File: src/rtl/core/wsc_pkg.sv
// Shared constants, codes and types of the wavetable sound channels.
package wsc_pkg;

  localparam int unsigned AccW      = 32;
  localparam int unsigned CcW       = 8;
  localparam int unsigned OffW      = 11;
  localparam int unsigned DataW     = 8;
  localparam int unsigned SmpW      = 6;
  localparam int unsigned SumW      = 13;
  localparam int unsigned PosW      = 5;
  localparam int unsigned IvlW      = 6;
  localparam int unsigned TblW      = 3;
  localparam int unsigned ChW       = 3;
  localparam int unsigned NumCh     = 6;
  localparam int unsigned NumVoices = 5;
  localparam int unsigned WaveDepth = 160;
  localparam int unsigned WaveAw    = 8;
  localparam int unsigned PeriodW   = 14;

  localparam logic [AccW-1:0] OFF_TICK_CYCLES = 32'd77;
  localparam logic [AccW-1:0] MIX_PERIOD      = 32'd453;
  localparam logic [OffW-1:0] WAVE_END        = 11'h280;
  localparam logic [OffW-1:0] MOD_END         = 11'h400;
  localparam logic [OffW-1:0] SHUTOFF_PORT    = 11'h580;
  localparam logic [11:0]     FREQ_BASE       = 12'd2048;
  localparam logic [ChW-1:0]  LAST_CH         = 3'd5;
  localparam logic [ChW-1:0]  LAST_VOICE      = 3'd4;
  localparam logic [TblW-1:0] MAX_TBL         = 3'd4;

  typedef enum logic [2:0] {
    REG_CTRL = 3'd0,
    REG_VOL  = 3'd1,
    REG_FLO  = 3'd2,
    REG_FHI  = 3'd3,
    REG_TBL  = 3'd6
  } creg_e;

  typedef enum logic {
    ALU_ADD_SAT = 1'b0,
    ALU_SUB_GE  = 1'b1
  } alu_op_e;

  typedef struct packed {
    logic [AccW-1:0] res;
    logic            ge;
  } alu_out_t;

endpackage

File: src/rtl/core/wsc_alu.sv
// Shared 32-bit saturating add and compare-subtract unit.
module wsc_alu
  import wsc_pkg::*;
(
  input  alu_op_e         op_i,
  input  logic [AccW-1:0] a_i,
  input  logic [AccW-1:0] b_i,
  output alu_out_t        out_o
);

  logic            sub;
  logic [AccW:0]   b_ext;
  logic [AccW:0]   sum;

  assign sub   = (op_i == ALU_SUB_GE);
  assign b_ext = sub ? {1'b0, ~b_i} : {1'b0, b_i};
  assign sum   = {1'b0, a_i} + b_ext + {{AccW{1'b0}}, sub};

  always_comb begin
    out_o.ge = sum[AccW];
    if (sub) begin
      out_o.res = sum[AccW] ? sum[AccW-1:0] : a_i;
    end else begin
      out_o.res = sum[AccW] ? {AccW{1'b1}} : sum[AccW-1:0];
    end
  end

endmodule

File: src/rtl/core/wsc_wave_ram.sv
// Wave sample memory with per-entry valid bits; unwritten entries read as zero.
module wsc_wave_ram
  import wsc_pkg::*;
(
  input  logic              clk_i,
  input  logic              rst_ni,
  input  logic              we_i,
  input  logic [WaveAw-1:0] waddr_i,
  input  logic [SmpW-1:0]   wdata_i,
  input  logic [WaveAw-1:0] raddr_i,
  output logic [SmpW-1:0]   rdata_o
);

  logic [SmpW-1:0]      mem [WaveDepth];
  logic [WaveDepth-1:0] valid_q;
  logic [SmpW-1:0]      rdata_q;

  always_ff @(posedge clk_i or negedge rst_ni) begin
    if (!rst_ni) begin
      valid_q <= '0;
    end else if (we_i) begin
      valid_q[waddr_i] <= 1'b1;
    end
  end

  always_ff @(posedge clk_i) begin
    if (we_i) begin
      mem[waddr_i] <= wdata_i;
    end
    rdata_q <= valid_q[raddr_i] ? mem[raddr_i] : '0;
  end

  assign rdata_o = rdata_q;

endmodule

File: src/rtl/core/wavetable_sound_channels.sv
// Five-voice wavetable sound unit: a register write is taken while the block
// is idle and the block stays ready. A tick, once accepted, steps the single
// shared 32-bit saturating add and compare-subtract unit in turn through each
// channel's auto-off counter, each voice's period counter and the sample
// counter (an add and a compare-subtract per active counter, an add alone per
// idle one); on a sample tick it then reads wave memory and mixes each voice
// and hands over the result, and that last step is held for as long as the
// previous sample still waits unaccepted in the output register. The input is
// not ready during a tick; a finished sample waits in the output register
// while the next item is taken.
module wavetable_sound_channels
  import wsc_pkg::*;
(
  input  logic        clk_i,
  input  logic        rst_ni,
  input  logic        s_axis_tvalid,
  output logic        s_axis_tready,
  input  logic [31:0] s_axis_tdata,  // reg_offset[10:0], write_data[18:11], cycle_count[26:19]
  input  logic        s_axis_tuser,  // action
  output logic        m_axis_tvalid,
  input  logic        m_axis_tready,
  output logic [31:0] m_axis_tdata   // left_sum[12:0], right_sum[25:13]
);

  typedef enum logic [9:0] {
    ST_IDLE    = 10'b0000000001,
    ST_OFF_ADD = 10'b0000000010,
    ST_OFF_SUB = 10'b0000000100,
    ST_V_ADD   = 10'b0000001000,
    ST_V_SUB   = 10'b0000010000,
    ST_S_ADD   = 10'b0000100000,
    ST_S_SUB   = 10'b0001000000,
    ST_MIX_RD  = 10'b0010000000,
    ST_MIX_ACC = 10'b0100000000,
    ST_EMIT    = 10'b1000000000
  } state_e;

  state_e             state_q, state_d;
  logic [ChW-1:0]     ch_q, ch_d;
  logic [CcW-1:0]     cc_q;
  logic [AccW-1:0]    tmp_q;

  logic [DataW-1:0]   r0_q      [NumCh];
  logic [IvlW-1:0]    ivl_q     [NumCh];
  logic [AccW-1:0]    off_acc_q [NumCh];
  logic [DataW-1:0]   vol_q     [NumVoices];
  logic [DataW-1:0]   flo_q     [NumVoices];
  logic [2:0]         fhi_q     [NumVoices];
  logic [TblW-1:0]    tbl_q     [NumVoices];
  logic [PosW-1:0]    pos_q     [NumVoices];
  logic [AccW-1:0]    per_acc_q [NumVoices];
  logic [AccW-1:0]    smp_acc_q;

  logic [SumW-1:0]    left_q, right_q;
  logic [SumW-1:0]    out_left_q, out_right_q;
  logic               out_valid_q;

  logic               in_acc, wr_acc, tick_acc;
  logic [OffW-1:0]    wr_off;
  logic [DataW-1:0]   wr_data;
  logic [ChW-1:0]     wr_ch;
  logic [2:0]         wr_rg;
  logic               wave_we, shut_we, creg_we;

  alu_op_e            alu_op;
  logic [AccW-1:0]    alu_a, alu_b;
  alu_out_t           alu_out;

  logic               off_on, voice_on, mix_on, out_load;
  logic [IvlW-1:0]    ivl_dec;
  logic [10:0]        freq;
  logic [11:0]        span;
  logic [PeriodW-1:0] period;
  logic [WaveAw-1:0]  raddr;
  logic [SmpW-1:0]    rdata;
  logic [SumW-1:0]    prod_l, prod_r;

  assign s_axis_tready = (state_q == ST_IDLE);
  assign in_acc   = s_axis_tvalid & s_axis_tready;
  assign wr_acc   = in_acc & ~s_axis_tuser;
  assign tick_acc = in_acc & s_axis_tuser;
  assign wr_off   = s_axis_tdata[10:0];
  assign wr_data  = s_axis_tdata[18:11];
  assign wr_ch    = wr_off[8:6];
  assign wr_rg    = wr_off[4:2];

  assign wave_we = wr_acc & (wr_off < WAVE_END);
  assign shut_we = wr_acc & (wr_off == SHUTOFF_PORT) & wr_data[0];
  assign creg_we = wr_acc & (wr_off >= MOD_END) & (wr_off != SHUTOFF_PORT)
                 & (wr_ch <= LAST_CH) & ~wr_off[5];

  assign off_on   = r0_q[ch_q][7] & r0_q[ch_q][5];
  assign voice_on = r0_q[ch_q][7];
  assign ivl_dec  = ivl_q[ch_q] - 6'd1;
  assign freq     = {fhi_q[ch_q], flo_q[ch_q]};
  assign span     = FREQ_BASE - {1'b0, freq};
  assign period   = {span, 2'b00};
  assign mix_on   = voice_on & (tbl_q[ch_q] <= MAX_TBL);
  assign raddr    = mix_on ? {tbl_q[ch_q], pos_q[ch_q]} : '0;
  assign prod_l   = {7'd0, rdata} * {9'd0, vol_q[ch_q][7:4]};
  assign prod_r   = {7'd0, rdata} * {9'd0, vol_q[ch_q][3:0]};
  assign out_load = (state_q == ST_EMIT) & (~out_valid_q | m_axis_tready);

  always_comb begin
    alu_op = ALU_ADD_SAT;
    alu_a  = tmp_q;
    alu_b  = '0;
    case (state_q)
      ST_OFF_ADD: begin
        alu_a = off_acc_q[ch_q];
        alu_b = {24'd0, cc_q};
      end
      ST_OFF_SUB: begin
        alu_op = ALU_SUB_GE;
        alu_b  = OFF_TICK_CYCLES;
      end
      ST_V_ADD: begin
        alu_a = per_acc_q[ch_q];
        alu_b = {24'd0, cc_q};
      end
      ST_V_SUB: begin
        alu_op = ALU_SUB_GE;
        alu_b  = {18'd0, period};
      end
      ST_S_ADD: begin
        alu_a = smp_acc_q;
        alu_b = {24'd0, cc_q};
      end
      ST_S_SUB: begin
        alu_op = ALU_SUB_GE;
        alu_b  = MIX_PERIOD;
      end
      default: begin
        alu_op = ALU_ADD_SAT;
      end
    endcase
  end

  wsc_alu u_alu (
    .op_i  (alu_op),
    .a_i   (alu_a),
    .b_i   (alu_b),
    .out_o (alu_out)
  );

  wsc_wave_ram u_wave_ram (
    .clk_i   (clk_i),
    .rst_ni  (rst_ni),
    .we_i    (wave_we),
    .waddr_i (wr_off[9:2]),
    .wdata_i (wr_data[5:0]),
    .raddr_i (raddr),
    .rdata_o (rdata)
  );

  always_comb begin
    state_d = state_q;
    ch_d    = ch_q;
    unique case (state_q)
      ST_IDLE: begin
        if (tick_acc) begin
          ch_d    = '0;
          state_d = ST_OFF_ADD;
        end
      end
      ST_OFF_ADD: begin
        if (off_on) begin
          state_d = ST_OFF_SUB;
        end else begin
          state_d = (ch_q == LAST_CH) ? ST_S_ADD : ST_V_ADD;
        end
      end
      ST_OFF_SUB: begin
        state_d = (ch_q == LAST_CH) ? ST_S_ADD : ST_V_ADD;
      end
      ST_V_ADD: begin
        if (voice_on) begin
          state_d = ST_V_SUB;
        end else begin
          ch_d    = ch_q + 3'd1;
          state_d = ST_OFF_ADD;
        end
      end
      ST_V_SUB: begin
        ch_d    = ch_q + 3'd1;
        state_d = ST_OFF_ADD;
      end
      ST_S_ADD: begin
        state_d = ST_S_SUB;
      end
      ST_S_SUB: begin
        if (alu_out.ge) begin
          ch_d    = '0;
          state_d = ST_MIX_RD;
        end else begin
          state_d = ST_IDLE;
        end
      end
      ST_MIX_RD: begin
        state_d = ST_MIX_ACC;
      end
      ST_MIX_ACC: begin
        if (ch_q == LAST_VOICE) begin
          state_d = ST_EMIT;
        end else begin
          ch_d    = ch_q + 3'd1;
          state_d = ST_MIX_RD;
        end
      end
      ST_EMIT: begin
        if (out_load) begin
          state_d = ST_IDLE;
        end
      end
      default: begin
        state_d = ST_IDLE;
      end
    endcase
  end

  always_ff @(posedge clk_i or negedge rst_ni) begin
    if (!rst_ni) begin
      state_q     <= ST_IDLE;
      ch_q        <= '0;
      out_valid_q <= 1'b0;
    end else begin
      state_q <= state_d;
      ch_q    <= ch_d;
      if (out_load) begin
        out_valid_q <= 1'b1;
      end else if (m_axis_tready) begin
        out_valid_q <= 1'b0;
      end
    end
  end

  always_ff @(posedge clk_i or negedge rst_ni) begin
    if (!rst_ni) begin
      for (int k = 0; k < NumCh; k++) begin
        r0_q[k]      <= '0;
        ivl_q[k]     <= '0;
        off_acc_q[k] <= '0;
      end
      for (int k = 0; k < NumVoices; k++) begin
        vol_q[k]     <= '0;
        flo_q[k]     <= '0;
        fhi_q[k]     <= '0;
        tbl_q[k]     <= '0;
        pos_q[k]     <= '0;
        per_acc_q[k] <= '0;
      end
      smp_acc_q <= '0;
    end else begin
      if (shut_we) begin
        for (int k = 0; k < NumCh; k++) begin
          r0_q[k] <= '0;
        end
      end
      if (creg_we) begin
        unique case (wr_rg)
          REG_CTRL: begin
            r0_q[wr_ch]      <= wr_data;
            ivl_q[wr_ch]     <= {1'b0, wr_data[4:0]} + 6'd1;
            off_acc_q[wr_ch] <= '0;
            if (wr_ch <= LAST_VOICE) begin
              pos_q[wr_ch]     <= '0;
              per_acc_q[wr_ch] <= '0;
            end
          end
          REG_VOL: begin
            if (wr_ch <= LAST_VOICE) vol_q[wr_ch] <= wr_data;
          end
          REG_FLO: begin
            if (wr_ch <= LAST_VOICE) flo_q[wr_ch] <= wr_data;
          end
          REG_FHI: begin
            if (wr_ch <= LAST_VOICE) fhi_q[wr_ch] <= wr_data[2:0];
          end
          REG_TBL: begin
            if (wr_ch <= LAST_VOICE) tbl_q[wr_ch] <= wr_data[2:0];
          end
          default: begin
          end
        endcase
      end
      if (state_q == ST_OFF_SUB) begin
        off_acc_q[ch_q] <= alu_out.res;
        if (alu_out.ge) begin
          ivl_q[ch_q] <= ivl_dec;
          if (ivl_dec == '0) r0_q[ch_q] <= '0;
        end
      end
      if (state_q == ST_V_SUB) begin
        per_acc_q[ch_q] <= alu_out.res;
        if (alu_out.ge) pos_q[ch_q] <= pos_q[ch_q] + 5'd1;
      end
      if (state_q == ST_S_SUB) begin
        smp_acc_q <= alu_out.res;
      end
    end
  end

  always_ff @(posedge clk_i) begin
    if (tick_acc) begin
      cc_q <= s_axis_tdata[26:19];
    end
    if ((state_q == ST_OFF_ADD) || (state_q == ST_V_ADD) || (state_q == ST_S_ADD)) begin
      tmp_q <= alu_out.res;
    end
    if (state_q == ST_S_SUB) begin
      left_q  <= '0;
      right_q <= '0;
    end else if ((state_q == ST_MIX_ACC) && mix_on) begin
      left_q  <= left_q + prod_l;
      right_q <= right_q + prod_r;
    end
    if (out_load) begin
      out_left_q  <= left_q;
      out_right_q <= right_q;
    end
  end

  assign m_axis_tvalid = out_valid_q;
  assign m_axis_tdata  = {6'd0, out_right_q, out_left_q};

endmodule
File: config.mk
export PLATFORM = sky130hd
export DESIGN_NAME = wavetable_sound_channels
export DESIGN_NICKNAME = d
export VERILOG_FILES = /design/src/rtl/core/wsc_pkg.sv /design/src/rtl/core/wsc_alu.sv /design/src/rtl/core/wsc_wave_ram.sv /design/src/rtl/core/wavetable_sound_channels.sv
export SDC_FILE = /design/constraint.sdc
export NUM_CORES = 2
export LEC_CHECK = 0
export BUFFER_PORTS_ARGS = -buffer_cell sky130_fd_sc_hd__buf_2
export CORE_UTILIZATION = 44
export DETAILED_ROUTE_END_ITERATION = 6
export PLACE_DENSITY_LB_ADDON = 0.3
export RECOVER_POWER = 100
export SLEW_MARGIN = 15
export SYNTH_ARGS = -nofsm -noshare
export SYNTH_HDL_FRONTEND = slang
export SYNTH_SLANG_ARGS = --single-unit
File: constraint.sdc
create_clock -name clk_i -period 7.3 [get_ports clk_i]
set_clock_uncertainty 0.1 [all_clocks]
set_input_delay 0.365 -clock clk_i [delete_from_list [all_inputs] [get_ports clk_i]]
set_output_delay 0.365 -clock clk_i [all_outputs]
set_load 0.01 [all_outputs]
==> flow_metrics.tcl <==
set metrics [dict create \
    dieArea_um2 181000 \
    crit_chain "or3_1 -> or3_1 -> or2_2 -> buf_4 -> o31ai_1 -> ha_1 -> nand3_1 -> a2111oi_0 -> buf_4 -> o2111ai_1 -> a21oi_1 -> o22a_1 -> or2_2 -> nand2_1 -> buf_4 -> o22ai_1 -> o21ai_0" \
    status "finished with violations" \
    crit_slowest_cell "o31ai_1" \
    cp_max_fo 24 \
    crit_required_ns 7.85 \
    ys_ff_latch 1799 \
    peakVddDrop_mv 0.254 \
    slew_violations 1245 \
    netlist.area_leader.share_pct 39.1 \
    final_core_util_pct 49.4 \
    portBuffers 59 \
    ys_warn_count 0 \
    finalSetupTns_ns 0 \
    die_h_um 425 \
    synth_top_area_cell "edfxtp_1" \
    whs_ns 0.116 \
    place_congestion 0.903 \
    grtUsageTotal_pct 26.3 \
    maxSlewHeadroom_pct -308 \
    clkTransAtPathRegs_ns 0.06 \
    syn_area_um2 78900 \
    final_cell_mix "edfxtp_1, dfrtp_1, o21ai_0" \
    num_io_pins 71 \
    worstSetupEndpointType "flop" \
    critPathLaunchType "flop" \
    clockPowerShare_pct 41.5 \
    p_switching_w 0.00601 \
    vias 56502 \
    power_frac_comb_pct 10.6 \
    root_buffer "clkbuf_16" \
    layout-drive-gt1-share_pct 13.1 \
    sw_frac_of_total_pct 26.0 \
    syn_inst 6653 \
    synthDistinctLibCells 98 \
    tightest_slew_ns 6.12 \
    n_fill_cell 15484 \
    cts_buffer_depth 3 \
    cpPeakStageDelay_ns 0.90 \
    grt_first_pass_wirelength_mm 357 \
    power_density_nw_per_um2 262 \
    seq_area_frac_synth_pct 63.4 \
    violations "max-capacitance violations, max-slew violations" \
    fin_crit_sh_pct 98.6 \
    cp.arrival_ns 7.75 \
    wire_per_inst_um 26.4 \
    fmax_ghz 0.139 \
    crit_family "compound AO/OA/AOI/OAI gates" \
    fin_nets 6741 \
    leakage_nw 33.8 \
    drc 0 \
    drt_iter0_drc 7549 \
    p_seq_share_pct 47.9 \
    hold_class "input port to flop" \
    fin_crit_ns 7.20 \
    layout_commonest_cell "edfxtp_1" \
    multi_input_area_um2 26600 \
    postCtsSetupBuffers 0 \
    ff_latch_area_um2 50000 \
    antenna_left 0 \
    synth_edf_count 1026 \
    path_class "flop to flop" \
    synthTopCellsByArea "edfxtp_1, dfrtp_1, o21ai_0, nand2_1, nand3_1" \
    fin_ws_ns 0.104 \
    grt_pass1_vias 54314 \
    yosys_most_used_dff "edfxtp_1" \
    crit_buf_inv 3 \
    cts_max_level 4 \
    p_int_w 0.0171 \
    synth_area_per_cell_um2 11.9 \
    grt-ovfl-total 0 \
    dieWidth_um 425 \
    area_growth_pct 11.5 \
    rsz0062_at_grt "yes" \
    finalWirelength_mm 241 \
    cts.sink_count 1799 \
    num_rows 155 \
    hpwlAfterDp_mm 142 \
    clkLatencyLatePin_ns 0.87 \
    hold_violations 0 \
    core_um2 178000 \
    finalSetupViolCount 0 \
    drv_cap 16 \
    critPathMostFrequentCell "buf_4" \
    pre_cts_ws_ns 0.302 \
    initial_core_util_pct 44.3 \
    antenna_found_initial 17 \
    synthArstFlopShare_pct 41.2 \
    numCtsBuffers 183 \
    grt_max_degree 182 \
    vias_per_cell 6.20 \
    drt_pre_antenna_iters 6 \
    cts_tree "built" \
]
[final timing paths]
| kind | cells past startpoint | slack (ns) | start | endpoint |
|---|---|---|---|---|
| worst max register to register | 17 | 0.10 | state_q[6] | per_acc_q[111] |
| max in group asynchronous | 3 | 0.91 | rst_ni | u_wave_ram.valid_q[143] |
| worst min register to register | 0 | 0.34 | left_q[3] | out_left_q[3] |
| worst max-delay path | 17 | 0.10 | state_q[6] | per_acc_q[111] |
| min in group asynchronous | 2 | 2.53 | rst_ni | per_acc_q[63] |
| worst min-delay path | 2 | 0.12 | s_axis_tdata[19] | cc_q[0] |
[worst register-to-register path, stage by stage (launching register included)]
cell       delay, ns
dfrtp_1         0.49
or3_1           0.50
or3_1           0.43
or2_2           0.45
buf_4           0.36
o31ai_1         0.91
ha_1            0.34
nand3_1         0.12
a2111oi_0       0.66
buf_4           0.25
o2111ai_1       0.17
a21oi_1         0.20
o22a_1          0.37
or2_2           0.25
nand2_1         0.07
buf_4           0.26
o22ai_1         0.83
o21ai_0         0.23
[registers in the layout (all words and copies together) (netlist names)]
signal	count
per_acc_q	160
out_left_q	13
left_q	13
vol_q	40
ivl_q	36
u_wave_ram.mem	960
flo_q	40
u_wave_ram.rdata_o	6
r0_q	12
tbl_q	15
off_acc_q	192
out_right_q	13
right_q	13
fhi_q	15
cc_q	8
m_axis_tvalid	1
state_q	10
tmp_q	32
pos_q	25
smp_acc_q	32
u_wave_ram.valid_q	160
ch_q	3
[per-stage QoR]
| step | std cells | cell area, um2 | power, W |
|---|---|---|---|
| 3_5_place_dp | 8744 | 81700 | 0.0136 |
| 3_3_place_gp | 8744 | 81700 | 0.0136 |
| 4_1_cts | 9106 | 88100 | 0.0231 |
| 6_report | 9113 | 88000 | 0.0231 |
| 5_1_grt | 9110 | 88000 | 0.0238 |
| 2_1_floorplan | 6658 | 78900 | 0.0127 |
[Yosys cell counts, types with 24 or more instances]
| cell | count |
|---|---|
| and2_1 | 31 |
| fa_1 | 31 |
| o221a_2 | 28 |
| xnor2_1 | 44 |
| a21oi_1 | 273 |
| buf_4 | 24 |
| nand4_1 | 25 |
| inv_1 | 119 |
| dfxtp_1 | 32 |
| nor2_1 | 437 |
| dfrtp_1 | 740 |
| a221oi_1 | 49 |
| a22o_1 | 49 |
| o21ai_1 | 29 |
| a31oi_1 | 77 |
| mux2i_1 | 165 |
| edfxtp_1 | 1026 |
| buf_2 | 116 |
| ha_1 | 79 |
| mux2_2 | 135 |
| o21ai_0 | 726 |
| nand2_1 | 601 |
| clkbuf_1 | 325 |
| nand3_1 | 403 |
| or2_2 | 173 |
| o221ai_1 | 169 |
| o211ai_1 | 42 |
| a22oi_1 | 56 |
| nor3_1 | 60 |
| a21o_1 | 26 |
| o22ai_1 | 167 |
[cell type report]
type / count / area share [%]
timing repair buffer: 247 / 2.08
clock buffer: 258 / 5.78
multi-input combinational: 4239 / 30.2
tap: 2355 / 3.35
clock inverter: 85 / 1.23
sequential: 1799 / 56.8
inverter: 124 / 0.538
antenna: 6 / 0.0171
[cell families after synthesis]
group                    synth area share (%)
AO/OA/AOI/OAI                            15.3
AND/OR/NAND/NOR                          10.7
flip-flops                               63.4
buffers and inverters                    3.32
multiplexers                             4.52
adder cells (fa/ha/maj)                  2.04
XOR/XNOR                                0.744
other                                 0.00475
[timing repair]
action | in CTS | in global routing
endpoints found under the setup margin | 0 | 320
endpoints found under the hold margin | 479 | 0
hold buffers | 19 | 0
resized for setup | 0 | 6
[power by group through the flow]
| stage | clock network [W] | logic, W | registers, W |
|---|---|---|---|
| 6_report | 0.00959 | 0.00244 | 0.0111 |
| 5_1_grt | 0.0101 | 0.00262 | 0.0111 |
| 4_1_cts | 0.00966 | 0.00240 | 0.0110 |
| 3_5_place_dp | 0 | 0.00238 | 0.0113 |
| 3_3_place_gp | 0 | 0.00234 | 0.0112 |
| 2_1_floorplan | 0 | 0.00147 | 0.0112 |
[layer usage]
layer / vias up / share of wire (%) / GRT usage, %
met5: - / 0.031 / 0
met4: 10 / 3.2 / 8.57
met3: 466 / 11 / 5.86
met2: 2995 / 45 / 40.1
met1: 28333 / 41 / 37.2
li1: 24698 / - / -
(Power assumes the default switching activity.)
